--- src/hdl/qase_pkg.sv ---
// ============================================================================
// qase_pkg
// Types, widths and constants shared by the estimator modules.
// ============================================================================
package qase_pkg;

    localparam int RAW_W      = 16;
    localparam int POS_W      = 17;
    localparam int ANGLE_W    = 16;
    localparam int CPR_W      = 16;
    localparam int PP_W       = 7;
    localparam int PERIOD_W   = 16;
    localparam int WINDOW_W   = 8;
    localparam int SCALE_W    = 32;
    localparam int SPEED_W    = 32;
    localparam int CFG_IDX_W  = 3;
    localparam int CFG_DATA_W = 32;

    // Configuration register indexes
    localparam logic [CFG_IDX_W-1:0] CFG_POSITION_OFFSET = 3'd0;
    localparam logic [CFG_IDX_W-1:0] CFG_COUNTS_PER_REV  = 3'd1;
    localparam logic [CFG_IDX_W-1:0] CFG_POLE_PAIRS      = 3'd2;
    localparam logic [CFG_IDX_W-1:0] CFG_COUNTER_PERIOD  = 3'd3;
    localparam logic [CFG_IDX_W-1:0] CFG_SPEED_WINDOW    = 3'd4;
    localparam logic [CFG_IDX_W-1:0] CFG_SPEED_SCALE     = 3'd5;

    // Register values after reset
    localparam logic [RAW_W-1:0]    RST_POSITION_OFFSET = 16'd0;
    localparam logic [CPR_W-1:0]    RST_COUNTS_PER_REV  = 16'd4000;
    localparam logic [PP_W-1:0]     RST_POLE_PAIRS      = 7'd4;
    localparam logic [PERIOD_W-1:0] RST_COUNTER_PERIOD  = 16'd64000;
    localparam logic [WINDOW_W-1:0] RST_SPEED_WINDOW    = 8'd10;
    localparam logic [SCALE_W-1:0]  RST_SPEED_SCALE     = 32'd1966080;

    // pi/30 in Q28, rpm to rad/s
    localparam logic [24:0] PI30_Q28 = 25'd28110495;

    typedef struct packed {
        logic [RAW_W-1:0] raw_count;
        logic             counting_down;
    } t_in_item;

    typedef struct packed {
        logic [ANGLE_W-1:0]        electrical_angle;
        logic signed [SPEED_W-1:0] speed_rpm;
        logic signed [SPEED_W-1:0] electrical_speed;
        logic                      speed_updated;
    } t_out_item;

    typedef struct packed {
        logic                    start;
        logic signed [POS_W-1:0] value;
        logic [CPR_W-1:0]        cpr;
        logic [PP_W-1:0]         pp;
    } t_angle_req;

    typedef struct packed {
        logic               busy;
        logic [ANGLE_W-1:0] angle;
    } t_angle_rsp;

    // Quotient of an 8-bit value below 160 by ten, by reciprocal multiplication.
    function automatic logic [3:0] qase_div10_q(input logic [7:0] t);
        logic [18:0] p;
        p = 19'(t) * 19'd205;
        return p[14:11];
    endfunction

endpackage

--- src/hdl/qase_angle.sv ---
// ============================================================================
// qase_angle
// Bit-serial electrical angle unit: wraps the position into one revolution by
// restoring division, then forms the angle as a 16-bit fraction of a turn.
// ============================================================================
module qase_angle (
    input  logic                 i_clk,
    input  logic                 i_rst_n,
    input  qase_pkg::t_angle_req i_req,
    output qase_pkg::t_angle_rsp o_rsp
);
    import qase_pkg::*;

    localparam int MOD_STEPS = CPR_W;
    localparam int SH_W      = CPR_W + PP_W + ANGLE_W;
    localparam int CNT_W     = $clog2(SH_W);

    typedef enum logic [4:0] {
        A_IDLE = 5'b00001,
        A_MOD  = 5'b00010,
        A_FIX  = 5'b00100,
        A_MUL  = 5'b01000,
        A_DIV  = 5'b10000
    } t_ang_state;

    t_ang_state r_state, n_state;

    logic [SH_W-1:0]        r_sh;
    logic [CPR_W-1:0]       r_rem;
    logic [ANGLE_W-1:0]     r_quo;
    logic [CNT_W-1:0]       r_cnt;
    logic                   r_neg;
    logic [CPR_W-1:0]       r_pos;
    logic [ANGLE_W-1:0]     r_angle;

    logic [CPR_W-1:0]       w_mag;
    logic [CPR_W:0]         w_trial;
    logic                   w_ge;
    logic [CPR_W+PP_W-1:0]  w_prod;
    logic                   w_mod_last;
    logic                   w_div_last;

    always_comb begin
        w_mag      = i_req.value[POS_W-1] ? CPR_W'(-i_req.value) : i_req.value[CPR_W-1:0];
        w_trial    = {r_rem, r_sh[SH_W-1]};
        w_ge       = (w_trial >= {1'b0, i_req.cpr});
        w_prod     = (CPR_W+PP_W)'(r_pos) * (CPR_W+PP_W)'(i_req.pp);
        w_mod_last = (r_cnt == CNT_W'(MOD_STEPS - 1));
        w_div_last = (r_cnt == CNT_W'(SH_W - 1));
    end

    always_comb begin
        n_state = r_state;
        unique case (r_state)
            A_IDLE: if (i_req.start) n_state = A_MOD;
            A_MOD:  if (w_mod_last) n_state = A_FIX;
            A_FIX:  n_state = A_MUL;
            A_MUL:  n_state = A_DIV;
            A_DIV:  if (w_div_last) n_state = A_IDLE;
            default: n_state = A_IDLE;
        endcase
    end

    always_ff @(posedge i_clk) begin
        if (!i_rst_n) begin
            r_state <= A_IDLE;
        end else begin
            r_state <= n_state;
        end
    end

    always_ff @(posedge i_clk) begin
        unique case (r_state)
            A_IDLE: begin
                r_sh  <= {w_mag, {(SH_W-CPR_W){1'b0}}};
                r_neg <= i_req.value[POS_W-1];
                r_rem <= '0;
                r_cnt <= '0;
            end
            A_MOD, A_DIV: begin
                // One restoring step: shift a dividend bit in, subtract if it fits.
                r_rem <= w_ge ? CPR_W'(w_trial - {1'b0, i_req.cpr}) : w_trial[CPR_W-1:0];
                r_sh  <= {r_sh[SH_W-2:0], 1'b0};
                r_quo <= {r_quo[ANGLE_W-2:0], w_ge};
                r_cnt <= r_cnt + CNT_W'(1);
                if (r_state == A_DIV && w_div_last) begin
                    r_angle <= (i_req.cpr == '0) ? '0 : {r_quo[ANGLE_W-2:0], w_ge};
                end
            end
            A_FIX: begin
                // A negative position with a remainder wraps up into the revolution.
                r_pos <= (r_neg && r_rem != '0) ? i_req.cpr - r_rem : r_rem;
            end
            A_MUL: begin
                r_sh  <= {w_prod, {ANGLE_W{1'b0}}};
                r_rem <= '0;
                r_cnt <= '0;
            end
            default: ;
        endcase
    end

    assign o_rsp.busy  = (r_state != A_IDLE);
    assign o_rsp.angle = r_angle;

endmodule

--- src/hdl/quadrature_angle_speed_estimator_unit.sv ---
// ============================================================================
// quadrature_angle_speed_estimator_unit
// Angle and speed estimator for an incremental quadrature encoder.
//
// One input transfer per control tick carries the counter reading and its
// direction; each one yields exactly one result transfer with the electrical
// angle, the filtered rpm, the electrical speed and a window-complete flag.
// Both channels use valid and stall; the configuration port takes a register
// write whenever its valid is high, as ready is always high. Registers must be
// written only while no tick is in flight; the block does not enforce this.
// The bit-serial angle divider sets the pace: 16 steps for the revolution wrap
// and 39 for the fraction of a turn. The speed update (digit-serial multiply,
// divide by ten, scaling by pi/30) runs alongside it. A new tick is taken
// only once the previous one has finished. A result waits in the output
// register while the receiver stalls; the next tick is still taken and held
// back only when it finishes before that transfer. Reset restores the register
// defaults and clears the control and estimator state.
// ============================================================================
module quadrature_angle_speed_estimator_unit #(
    parameter int COUNT_BITS = 16
) (
    input  logic                                i_clk,
    input  logic                                i_rst_n,
    input  logic                                i_in_valid,
    output logic                                o_in_stall,
    input  qase_pkg::t_in_item                  i_in_data,
    output logic                                o_out_valid,
    input  logic                                i_out_stall,
    output qase_pkg::t_out_item                 o_out_data,
    input  logic                                i_cfg_valid,
    output logic                                o_cfg_ready,
    input  logic [qase_pkg::CFG_IDX_W-1:0]      i_cfg_index,
    input  logic [qase_pkg::CFG_DATA_W-1:0]     i_cfg_data
);
    import qase_pkg::*;

    localparam int MASK_BITS = (COUNT_BITS < RAW_W) ? COUNT_BITS : RAW_W;
    localparam logic [RAW_W-1:0] RAW_MASK = RAW_W'((33'd1 << MASK_BITS) - 33'd1);

    localparam int MUL_DIGITS = SCALE_W / 4;
    localparam int DIV_DIGITS = 11;
    localparam int K_DIGITS   = 7;
    localparam logic [40:0] PROD_CAP = 41'(1) << 40;
    localparam logic [60:0] ELEC_CAP = 61'(1) << 60;
    localparam logic [60:0] RND_HALF = 61'(1) << 27;
    localparam logic [43:0] Q_POS_MAX = 44'h0007FFFFFFF;
    localparam logic [43:0] Q_NEG_MAX = 44'h00080000000;
    localparam logic [32:0] T_POS_MAX = 33'h07FFFFFFF;
    localparam logic [32:0] T_NEG_MAX = 33'h080000000;

    typedef enum logic [2:0] {
        ST_IDLE = 3'b001,
        ST_PREP = 3'b010,
        ST_RUN  = 3'b100
    } t_state;

    typedef enum logic [9:0] {
        SP_IDLE = 10'b0000000001,
        SP_LOAD = 10'b0000000010,
        SP_MUL  = 10'b0000000100,
        SP_SUM  = 10'b0000001000,
        SP_COMB = 10'b0000010000,
        SP_MAG  = 10'b0000100000,
        SP_DIV  = 10'b0001000000,
        SP_SAT  = 10'b0010000000,
        SP_PP   = 10'b0100000000,
        SP_K    = 10'b1000000000
    } t_sp_state;

    t_state    r_state, n_state;
    t_sp_state r_sp_state, n_sp_state;
    logic      r_rnd_pending;

    // Configuration registers
    logic [RAW_W-1:0]    r_cfg_offset;
    logic [CPR_W-1:0]    r_cfg_cpr;
    logic [PP_W-1:0]     r_cfg_pp;
    logic [PERIOD_W-1:0] r_cfg_period;
    logic [WINDOW_W-1:0] r_cfg_window;
    logic [SCALE_W-1:0]  r_cfg_scale;

    // Estimator state
    logic signed [POS_W-1:0]   r_last_pos;
    logic signed [31:0]        r_acc;
    logic [WINDOW_W-1:0]       r_tick;
    logic signed [SPEED_W-1:0] r_filtered;
    logic signed [SPEED_W-1:0] r_held_elec;

    // Current tick
    logic signed [POS_W-1:0] r_value;
    logic                    r_down;
    logic                    r_upd;
    logic                    r_out_valid;
    t_out_item               r_out_data;

    // Speed datapath
    logic [3:0]          r_sp_cnt;
    logic signed [31:0]  r_sp_acc;
    logic [31:0]         r_mul_m;
    logic                r_mul_neg;
    logic [SCALE_W-1:0]  r_scale_sh;
    logic [40:0]         r_prod;
    logic [42:0]         r_tp;
    logic signed [34:0]  r_sf;
    logic signed [44:0]  r_num;
    logic                r_num_neg;
    logic [43:0]         r_div_sh;
    logic [3:0]          r_rem;
    logic [43:0]         r_quo;
    logic [31:0]         r_e_m;
    logic                r_e_neg;
    logic [38:0]         r_e_mp;
    logic [27:0]         r_k_sh;
    logic [60:0]         r_e_prod;

    t_angle_req ang_req;
    t_angle_rsp ang_rsp;

    logic [RAW_W-1:0]     w_raw;
    logic signed [18:0]   w_value_x, w_last_x, w_period_x, w_delta;
    logic signed [32:0]   w_acc_sum;
    logic signed [31:0]   w_acc_sat;
    logic [WINDOW_W-1:0]  w_tick_next;
    logic                 w_upd;
    logic [35:0]          w_mul_pp;
    logic [44:0]          w_mul_sum;
    logic signed [34:0]   w_f35;
    logic [43:0]          w_num_mag;
    logic [7:0]           w_div_t;
    logic [3:0]           w_div_q;
    logic [7:0]           w_div_r;
    logic [31:0]          w_sat_mag;
    logic [42:0]          w_k_pp;
    logic [64:0]          w_k_sum;
    logic [60:0]          w_rnd_sum;
    logic [32:0]          w_t;
    logic [31:0]          w_e_mag;
    logic                 w_out_free;
    logic                 w_finish;

    always_comb begin
        w_raw      = i_in_data.raw_count & RAW_MASK;
        w_value_x  = {{2{r_value[POS_W-1]}}, r_value};
        w_last_x   = {{2{r_last_pos[POS_W-1]}}, r_last_pos};
        w_period_x = {3'b000, r_cfg_period};
        w_delta    = w_value_x - w_last_x;
        // Correct for the counter wrapping in the direction of travel.
        if (!r_down && (r_value < r_last_pos)) begin
            w_delta = w_delta + w_period_x;
        end else if (r_down && (r_value > r_last_pos)) begin
            w_delta = w_delta - w_period_x;
        end
        w_acc_sum = {r_acc[31], r_acc} + {{14{w_delta[18]}}, w_delta};
        if (w_acc_sum[32] != w_acc_sum[31]) begin
            w_acc_sat = w_acc_sum[32] ? 32'sh80000000 : 32'sh7FFFFFFF;
        end else begin
            w_acc_sat = w_acc_sum[31:0];
        end
        w_tick_next = r_tick + WINDOW_W'(1);
        w_upd       = (w_tick_next >= r_cfg_window);

        w_mul_pp  = 36'(r_mul_m) * 36'(r_scale_sh[SCALE_W-1 -: 4]);
        w_mul_sum = {r_prod, 4'b0000} + 45'(w_mul_pp);
        w_f35     = {{3{r_filtered[31]}}, r_filtered};
        w_num_mag = r_num[44] ? 44'(-r_num) : r_num[43:0];

        w_div_t = {r_rem, r_div_sh[43:40]};
        w_div_q = qase_div10_q(w_div_t);
        w_div_r = w_div_t - 8'({w_div_q, 3'b000}) - 8'({w_div_q, 1'b0});

        if (r_num_neg) begin
            w_sat_mag = (r_quo > Q_NEG_MAX) ? 32'h80000000 : r_quo[31:0];
        end else begin
            w_sat_mag = (r_quo > Q_POS_MAX) ? 32'h7FFFFFFF : r_quo[31:0];
        end

        w_k_pp    = 43'(r_e_mp) * 43'(r_k_sh[27:24]);
        w_k_sum   = {r_e_prod, 4'b0000} + 65'(w_k_pp);
        w_rnd_sum = r_e_prod + RND_HALF;
        w_t       = w_rnd_sum[60:28];
        if (r_e_neg) begin
            w_e_mag = (w_t > T_NEG_MAX) ? 32'h80000000 : w_t[31:0];
        end else begin
            w_e_mag = (w_t > T_POS_MAX) ? 32'h7FFFFFFF : w_t[31:0];
        end

        w_out_free = !r_out_valid || !i_out_stall;
        w_finish   = (r_state == ST_RUN) && !ang_rsp.busy && (r_sp_state == SP_IDLE)
                     && !r_rnd_pending && w_out_free;
    end

    always_comb begin
        ang_req.start = (r_state == ST_PREP);
        ang_req.value = r_value;
        ang_req.cpr   = r_cfg_cpr;
        ang_req.pp    = r_cfg_pp;
    end

    qase_angle u_angle (
        .i_clk   (i_clk),
        .i_rst_n (i_rst_n),
        .i_req   (ang_req),
        .o_rsp   (ang_rsp)
    );

    always_comb begin
        n_state = r_state;
        unique case (r_state)
            ST_IDLE: if (i_in_valid) n_state = ST_PREP;
            ST_PREP: n_state = ST_RUN;
            ST_RUN:  if (w_finish) n_state = ST_IDLE;
            default: n_state = ST_IDLE;
        endcase
    end

    always_comb begin
        n_sp_state = r_sp_state;
        unique case (r_sp_state)
            SP_IDLE: if (r_state == ST_PREP && w_upd) n_sp_state = SP_LOAD;
            SP_LOAD: n_sp_state = SP_MUL;
            SP_MUL:  if (r_sp_cnt == 4'(MUL_DIGITS - 1)) n_sp_state = SP_SUM;
            SP_SUM:  n_sp_state = SP_COMB;
            SP_COMB: n_sp_state = SP_MAG;
            SP_MAG:  n_sp_state = SP_DIV;
            SP_DIV:  if (r_sp_cnt == 4'(DIV_DIGITS - 1)) n_sp_state = SP_SAT;
            SP_SAT:  n_sp_state = SP_PP;
            SP_PP:   n_sp_state = SP_K;
            SP_K:    if (r_sp_cnt == 4'(K_DIGITS - 1)) n_sp_state = SP_IDLE;
            default: n_sp_state = SP_IDLE;
        endcase
    end

    // Control, configuration and estimator state
    always_ff @(posedge i_clk) begin
        if (!i_rst_n) begin
            r_state       <= ST_IDLE;
            r_sp_state    <= SP_IDLE;
            r_rnd_pending <= 1'b0;
            r_sp_cnt      <= '0;
            r_out_valid   <= 1'b0;
            r_cfg_offset  <= RST_POSITION_OFFSET;
            r_cfg_cpr     <= RST_COUNTS_PER_REV;
            r_cfg_pp      <= RST_POLE_PAIRS;
            r_cfg_period  <= RST_COUNTER_PERIOD;
            r_cfg_window  <= RST_SPEED_WINDOW;
            r_cfg_scale   <= RST_SPEED_SCALE;
            r_last_pos    <= '0;
            r_acc         <= '0;
            r_tick        <= '0;
            r_filtered    <= '0;
            r_held_elec   <= '0;
        end else begin
            r_state    <= n_state;
            r_sp_state <= n_sp_state;

            if (i_cfg_valid) begin
                unique case (i_cfg_index)
                    CFG_POSITION_OFFSET: r_cfg_offset <= i_cfg_data[RAW_W-1:0];
                    CFG_COUNTS_PER_REV:  r_cfg_cpr    <= i_cfg_data[CPR_W-1:0];
                    CFG_POLE_PAIRS:      r_cfg_pp     <= i_cfg_data[PP_W-1:0];
                    CFG_COUNTER_PERIOD:  r_cfg_period <= i_cfg_data[PERIOD_W-1:0];
                    CFG_SPEED_WINDOW:    r_cfg_window <= i_cfg_data[WINDOW_W-1:0];
                    CFG_SPEED_SCALE:     r_cfg_scale  <= i_cfg_data[SCALE_W-1:0];
                    default: ;
                endcase
            end

            if (r_state == ST_PREP) begin
                r_last_pos <= r_value;
                if (w_upd) begin
                    r_acc  <= '0;
                    r_tick <= '0;
                end else begin
                    r_acc  <= w_acc_sat;
                    r_tick <= w_tick_next;
                end
            end

            if (n_sp_state != r_sp_state) begin
                r_sp_cnt <= '0;
            end else begin
                r_sp_cnt <= r_sp_cnt + 4'd1;
            end

            if (r_sp_state == SP_SAT) begin
                r_filtered <= r_num_neg ? (~w_sat_mag + 32'd1) : w_sat_mag;
            end

            // The final rounding of the electrical speed follows the last digit.
            r_rnd_pending <= (r_sp_state == SP_K) && (r_sp_cnt == 4'(K_DIGITS - 1));
            if (r_rnd_pending) begin
                r_held_elec <= r_e_neg ? (~w_e_mag + 32'd1) : w_e_mag;
            end

            if (w_finish) begin
                r_out_valid <= 1'b1;
            end else if (!i_out_stall) begin
                r_out_valid <= 1'b0;
            end
        end
    end

    // Payload and speed datapath
    always_ff @(posedge i_clk) begin
        if (r_state == ST_IDLE) begin
            r_value <= $signed({1'b0, w_raw}) - $signed({1'b0, r_cfg_offset});
            r_down  <= i_in_data.counting_down;
        end
        if (r_state == ST_PREP) begin
            r_upd    <= w_upd;
            r_sp_acc <= w_acc_sat;
        end
        if (w_finish) begin
            r_out_data.electrical_angle <= ang_rsp.angle;
            r_out_data.speed_rpm        <= r_filtered;
            r_out_data.electrical_speed <= r_held_elec;
            r_out_data.speed_updated    <= r_upd;
        end

        case (r_sp_state)
            SP_LOAD: begin
                r_mul_m    <= r_sp_acc[31] ? (~r_sp_acc + 32'd1) : r_sp_acc;
                r_mul_neg  <= r_sp_acc[31];
                r_scale_sh <= r_cfg_scale;
                r_prod     <= '0;
            end
            SP_MUL: begin
                // The product is clamped as it grows; the clamp commutes with
                // the shift-and-add, so the final value is min(|acc|*scale, 2^40).
                r_prod     <= (w_mul_sum > 45'(PROD_CAP)) ? PROD_CAP : w_mul_sum[40:0];
                r_scale_sh <= {r_scale_sh[SCALE_W-5:0], 4'b0000};
            end
            SP_SUM: begin
                r_tp <= 43'({r_prod, 1'b0}) + 43'(r_prod);
                r_sf <= (w_f35 <<< 3) - w_f35;
            end
            SP_COMB: begin
                if (r_mul_neg) begin
                    r_num <= {{10{r_sf[34]}}, r_sf} - $signed({2'b00, r_tp});
                end else begin
                    r_num <= {{10{r_sf[34]}}, r_sf} + $signed({2'b00, r_tp});
                end
            end
            SP_MAG: begin
                // Halves round away from zero: add five to the magnitude.
                r_div_sh  <= w_num_mag + 44'd5;
                r_num_neg <= r_num[44];
                r_rem     <= '0;
                r_quo     <= '0;
            end
            SP_DIV: begin
                r_rem    <= w_div_r[3:0];
                r_quo    <= {r_quo[39:0], w_div_q};
                r_div_sh <= {r_div_sh[39:0], 4'b0000};
            end
            SP_SAT: begin
                r_e_m   <= w_sat_mag;
                r_e_neg <= r_num_neg && (w_sat_mag != '0);
            end
            SP_PP: begin
                r_e_mp   <= 39'(r_e_m) * 39'(r_cfg_pp);
                r_k_sh   <= 28'(PI30_Q28);
                r_e_prod <= '0;
            end
            SP_K: begin
                r_e_prod <= (w_k_sum > 65'(ELEC_CAP)) ? ELEC_CAP : w_k_sum[60:0];
                r_k_sh   <= {r_k_sh[23:0], 4'b0000};
            end
            default: ;
        endcase
    end

    assign o_in_stall  = (r_state != ST_IDLE);
    assign o_out_valid = r_out_valid;
    assign o_out_data  = r_out_data;
    assign o_cfg_ready = 1'b1;

endmodule

--- config.mk ---
export PLATFORM = sky130hd
export DESIGN_NAME = quadrature_angle_speed_estimator_unit
export DESIGN_NICKNAME = d
export VERILOG_FILES = /design/src/hdl/qase_pkg.sv /design/src/hdl/qase_angle.sv /design/src/hdl/quadrature_angle_speed_estimator_unit.sv
export SDC_FILE = /design/constraint.sdc
export NUM_CORES = 2
export LEC_CHECK = 0
export ABC_AREA = 0
export BUFFER_PORTS_ARGS = -buffer_cell sky130_fd_sc_hd__buf_2
export CAP_MARGIN = 20
export CORE_MARGIN = 3
export CORE_UTILIZATION = 45
export DETAILED_ROUTE_END_ITERATION = 10
export SYNTH_ARGS = -nofsm -noshare
export SYNTH_HDL_FRONTEND = slang
export SYNTH_SLANG_ARGS = --single-unit
--- constraint.sdc ---
create_clock -name i_clk -period 14.1 [get_ports i_clk]
set_input_delay 2.82 -clock i_clk [delete_from_list [all_inputs] [get_ports i_clk]]
set_output_delay 2.82 -clock i_clk [all_outputs]
set_load 0.1 [all_outputs]
==> results_dict.tcl <==
set metrics [dict create \
    r2r_setup_slack_ps 5080 \
    synth_top_family_by_area "adder cells" \
    rsz0062_at_grt "no" \
    cts_tree "yes" \
    dp_hpwl_um 147000 \
    min_path_type "reg -> reg" \
    p_per_area_nw_per_um2 85.7 \
    maxUsedRoutingLayer "met4" \
    slowest_stage "o22ai_2" \
    cts_hold_buf 0 \
    synthXorXnorAreaFrac_pct 6.64 \
    crit_arrival_ps 9680 \
    crit_end "r_acc[9]$_SDFFE_PN0P_" \
    power.leakage_nw 33.6 \
    die_width_um 412 \
    setup_tns_ps 0 \
    crit_type "reg -> reg" \
    slew_violations 0 \
    yosys.area_share.adder_pct 20.6 \
    status "finished, final reports clean" \
    rr_startpoint "r_value[2]$_DFFE_PN_" \
    num-fill-cells 15331 \
    grt_first_pass_wirelength_um 310000 \
    startpoint "r_value[2]$_DFFE_PN_" \
    antenna_found_initial 5 \
    synth_common_cells "nand2_1, inv_1, edfxtp_1, nor2_1, a21oi_1" \
    synth_top_area_share_pct 28.3 \
    seq_area_frac_synth_pct 34.8 \
    drc 0 \
    fmax_mhz 111 \
    min_period_over_period_pct 63.9 \
    antenna_left 0 \
    yosysMostFrequentCell "nand2_1" \
    avgSynthCellArea_sq_um 9.34 \
    synth_nets 8950 \
    cp-start-kind "flop" \
    cts_root_buf "clkbuf_16" \
    clk_pin_slew_ps 60 \
    grt_overflow 0 \
    clk_latency_ps 750 \
    setup_viol 0 \
    holdWs_ps 415 \
    fp.dieH_um 412 \
    synth-seq-cells 941 \
    fp-row-count 148 \
    worst_r2r_path_depth 29 \
    synth-simple-area-share_pct 18.0 \
    cts_resized 0 \
    netlist_area_sq_um 74300 \
    critPathMaxStageDelay_ps 860 \
    grt_pass1_vias 55990 \
    worst_pin_slew_ps 1110 \
    finalClockSkew_ps 29.7 \
    synthTopCellsByArea "edfxtp_1, fa_1, ha_1" \
    die_area_sq_um 170000 \
    gp_congestion 0.917 \
    port_buffers 139 \
    num_vias 56676 \
    synthMuxAreaShare_pct 0.943 \
    initial_core_util_pct 45.5 \
    max-clock-path-buffers 3 \
    routed-wl-met3_um 9400 \
    core-area_sq_um 163000 \
    synth_largest_area_cell "edfxtp_1" \
    synthArstFlopShare_pct 0 \
    drt_iter0_markers 4464 \
    slew_headroom_pct 26.2 \
    io_pins 141 \
    ir_drop_mv 0.106 \
    synth-compound-area-share_pct 13.7 \
    critPathCaptureType "flop" \
    ys.flop_type "edfxtp_1" \
    rr_endpoint "r_acc[9]$_SDFFE_PN0P_" \
    cp_max_fo 24 \
    drt-met1-wl_um 88900 \
    wl_met2_um 89400 \
    crit_required_ps 14770 \
    grt_max_degree 89 \
    maxCapViolCount 0 \
    cp_common_cell "a21o_1" \
    yosysWarnings 0 \
    syn_to_final_growth_pct 8.88 \
    cts_buffers 108 \
    cts_num_sinks 941 \
    drive_above_1_share_pct 6.51 \
    wl_um 193000 \
    track_usage_pct 22.7 \
    synth_edf_count 701 \
    min_period_ps 9020 \
    wl_per_cell_um 18.8 \
    hold_viol 0 \
    nets 8977 \
    cts_setup_buffers 0 \
    synth_cells 7948 \
    drt_pass1_iterations 5 \
    cts_max_level 3 \
    vias_per_cell 5.53 \
    synthDistinctLibCells 105 \
]
==> flip-flops by register name (all words and copies together) (netlist names), 17 cells and up <==
register and cells:
r_value 17, r_quo 44, r_filtered 32, r_held_elec 32
r_mul_m 32, r_e_prod 61, r_tp 43, r_last_pos 17
r_sp_acc 32, r_acc 32, r_div_sh 44, r_cfg_scale 32
r_e_m 32, u_angle.r_sh 23, r_scale_sh 32, o_out_data 81
r_prod 41, r_num 45, r_k_sh 21, r_sf 35
r_e_mp 39
==> where the power goes <==
part / total, mW / internal (mW) / switching, mW
registers: 3.07 / 3.02 / 0.0428
clock network: 2.84 / 1.63 / 1.21
logic: 1.02 / 0.399 / 0.622
total: 6.93 / 5.05 / 1.87
==> placed cells by master (no fill, tap or decap), drive strengths merged, types with 19 or more instances in the layout <==
cell type,n
clkinv,39
a21boi,27
o21a,50
clkbuf,149
or3,56
and2,346
inv,738
xor2,199
dfxtp,240
nand3,124
a31oi,49
a21oi,548
nor4,63
a21o,165
nor3b,19
nand2,982
a22oi,21
nor2,634
or2,38
nor2b,89
o21ai,346
o21bai,45
fa,441
ha,504
mux2,32
edfxtp,701
nor3,128
buf,202
nand4,83
nand2b,74
mux2i,34
and3,48
o211ai,35
o22ai,25
a211oi,55
xnor2,364
o31ai,49
or4,27
==> per-layer routing <==
metal | up-vias | GRT usage, %
met3 | 277 | 3.16
met5 | - | 0
met2 | 1312 | 37.4
met4 | 0 | 5.96
li1 | 27544 | -
met1 | 27543 | 31.4
==> worst max-delay path, delay by kind of cell (launching register included) <==
| family | cells | cell delay, ps |
|---|---|---|
| AO/OA/AOI/OAI | 15 | 4300 |
| AND/OR/NAND/NOR | 9 | 2780 |
| adder cells (fa/ha/maj) | 3 | 990 |
| flip-flops | 1 | 500 |
| buffers and inverters | 2 | 350 |
==> kinds of logic after synthesis <==
group | Yosys count
xor gates and xnor gates | 563
AOI/OAI and AO/OA | 1619
buffers and inverters | 1019
and+or+nand+nor | 2776
muxes | 66
DFF | 941
adders and majority gates | 963
other | 1
==> worst min-delay path by stage <==
stage                                           start  cells past startpoint                  endpoint  slack [ps]
detailed placement  u_angle.r_angle[14]$_SDFFCE_PN0P_                      0  o_out_data[79]$_DFFE_PP_         400
CTS                 u_angle.r_angle[15]$_SDFFCE_PN0P_                      0  o_out_data[80]$_DFFE_PP_         420
global placement                      r_upd$_DFFE_PP_                      0   o_out_data[0]$_DFFE_PP_         400
global route        u_angle.r_angle[11]$_SDFFCE_PN0P_                      0  o_out_data[76]$_DFFE_PP_         420
finish                                r_upd$_DFFE_PP_                      0   o_out_data[0]$_DFFE_PP_         420
floorplan                             r_upd$_DFFE_PP_                      0   o_out_data[0]$_DFFE_PP_         400
==> through the flow <==
stage | util [%] | power, mW | area, sq um | instances | setup WS (ps)
6_report | 49.5 | 6.93 | 80900 | 10246 | 5080
3_5_place_dp | 47.2 | 4.13 | 77100 | 10030 | 4960
3_3_place_gp | 47.2 | 4.11 | 77100 | 10029 | 5070
4_1_cts | 49.4 | 6.99 | 80700 | 10235 | 4920
2_1_floorplan | - | 3.87 | 74300 | 7948 | 6720
5_1_grt | 49.5 | 7.23 | 80900 | 10246 | 4550
==> cell type report <==
cell class              count  area (sq um)  share of cell area [%]
diodes                      1          2.50                 0.00309
clock buffers             147          3000                    3.71
clock inverters            58           583                   0.721
inverters                 732          2750                    3.40
multi-input cells        5988         44600                    55.2
flip-flops and latches    941         25900                    32.0
well taps                2175          2720                    3.37
repair buffers            204          1310                    1.62
Power figures use the tool's default switching activity.
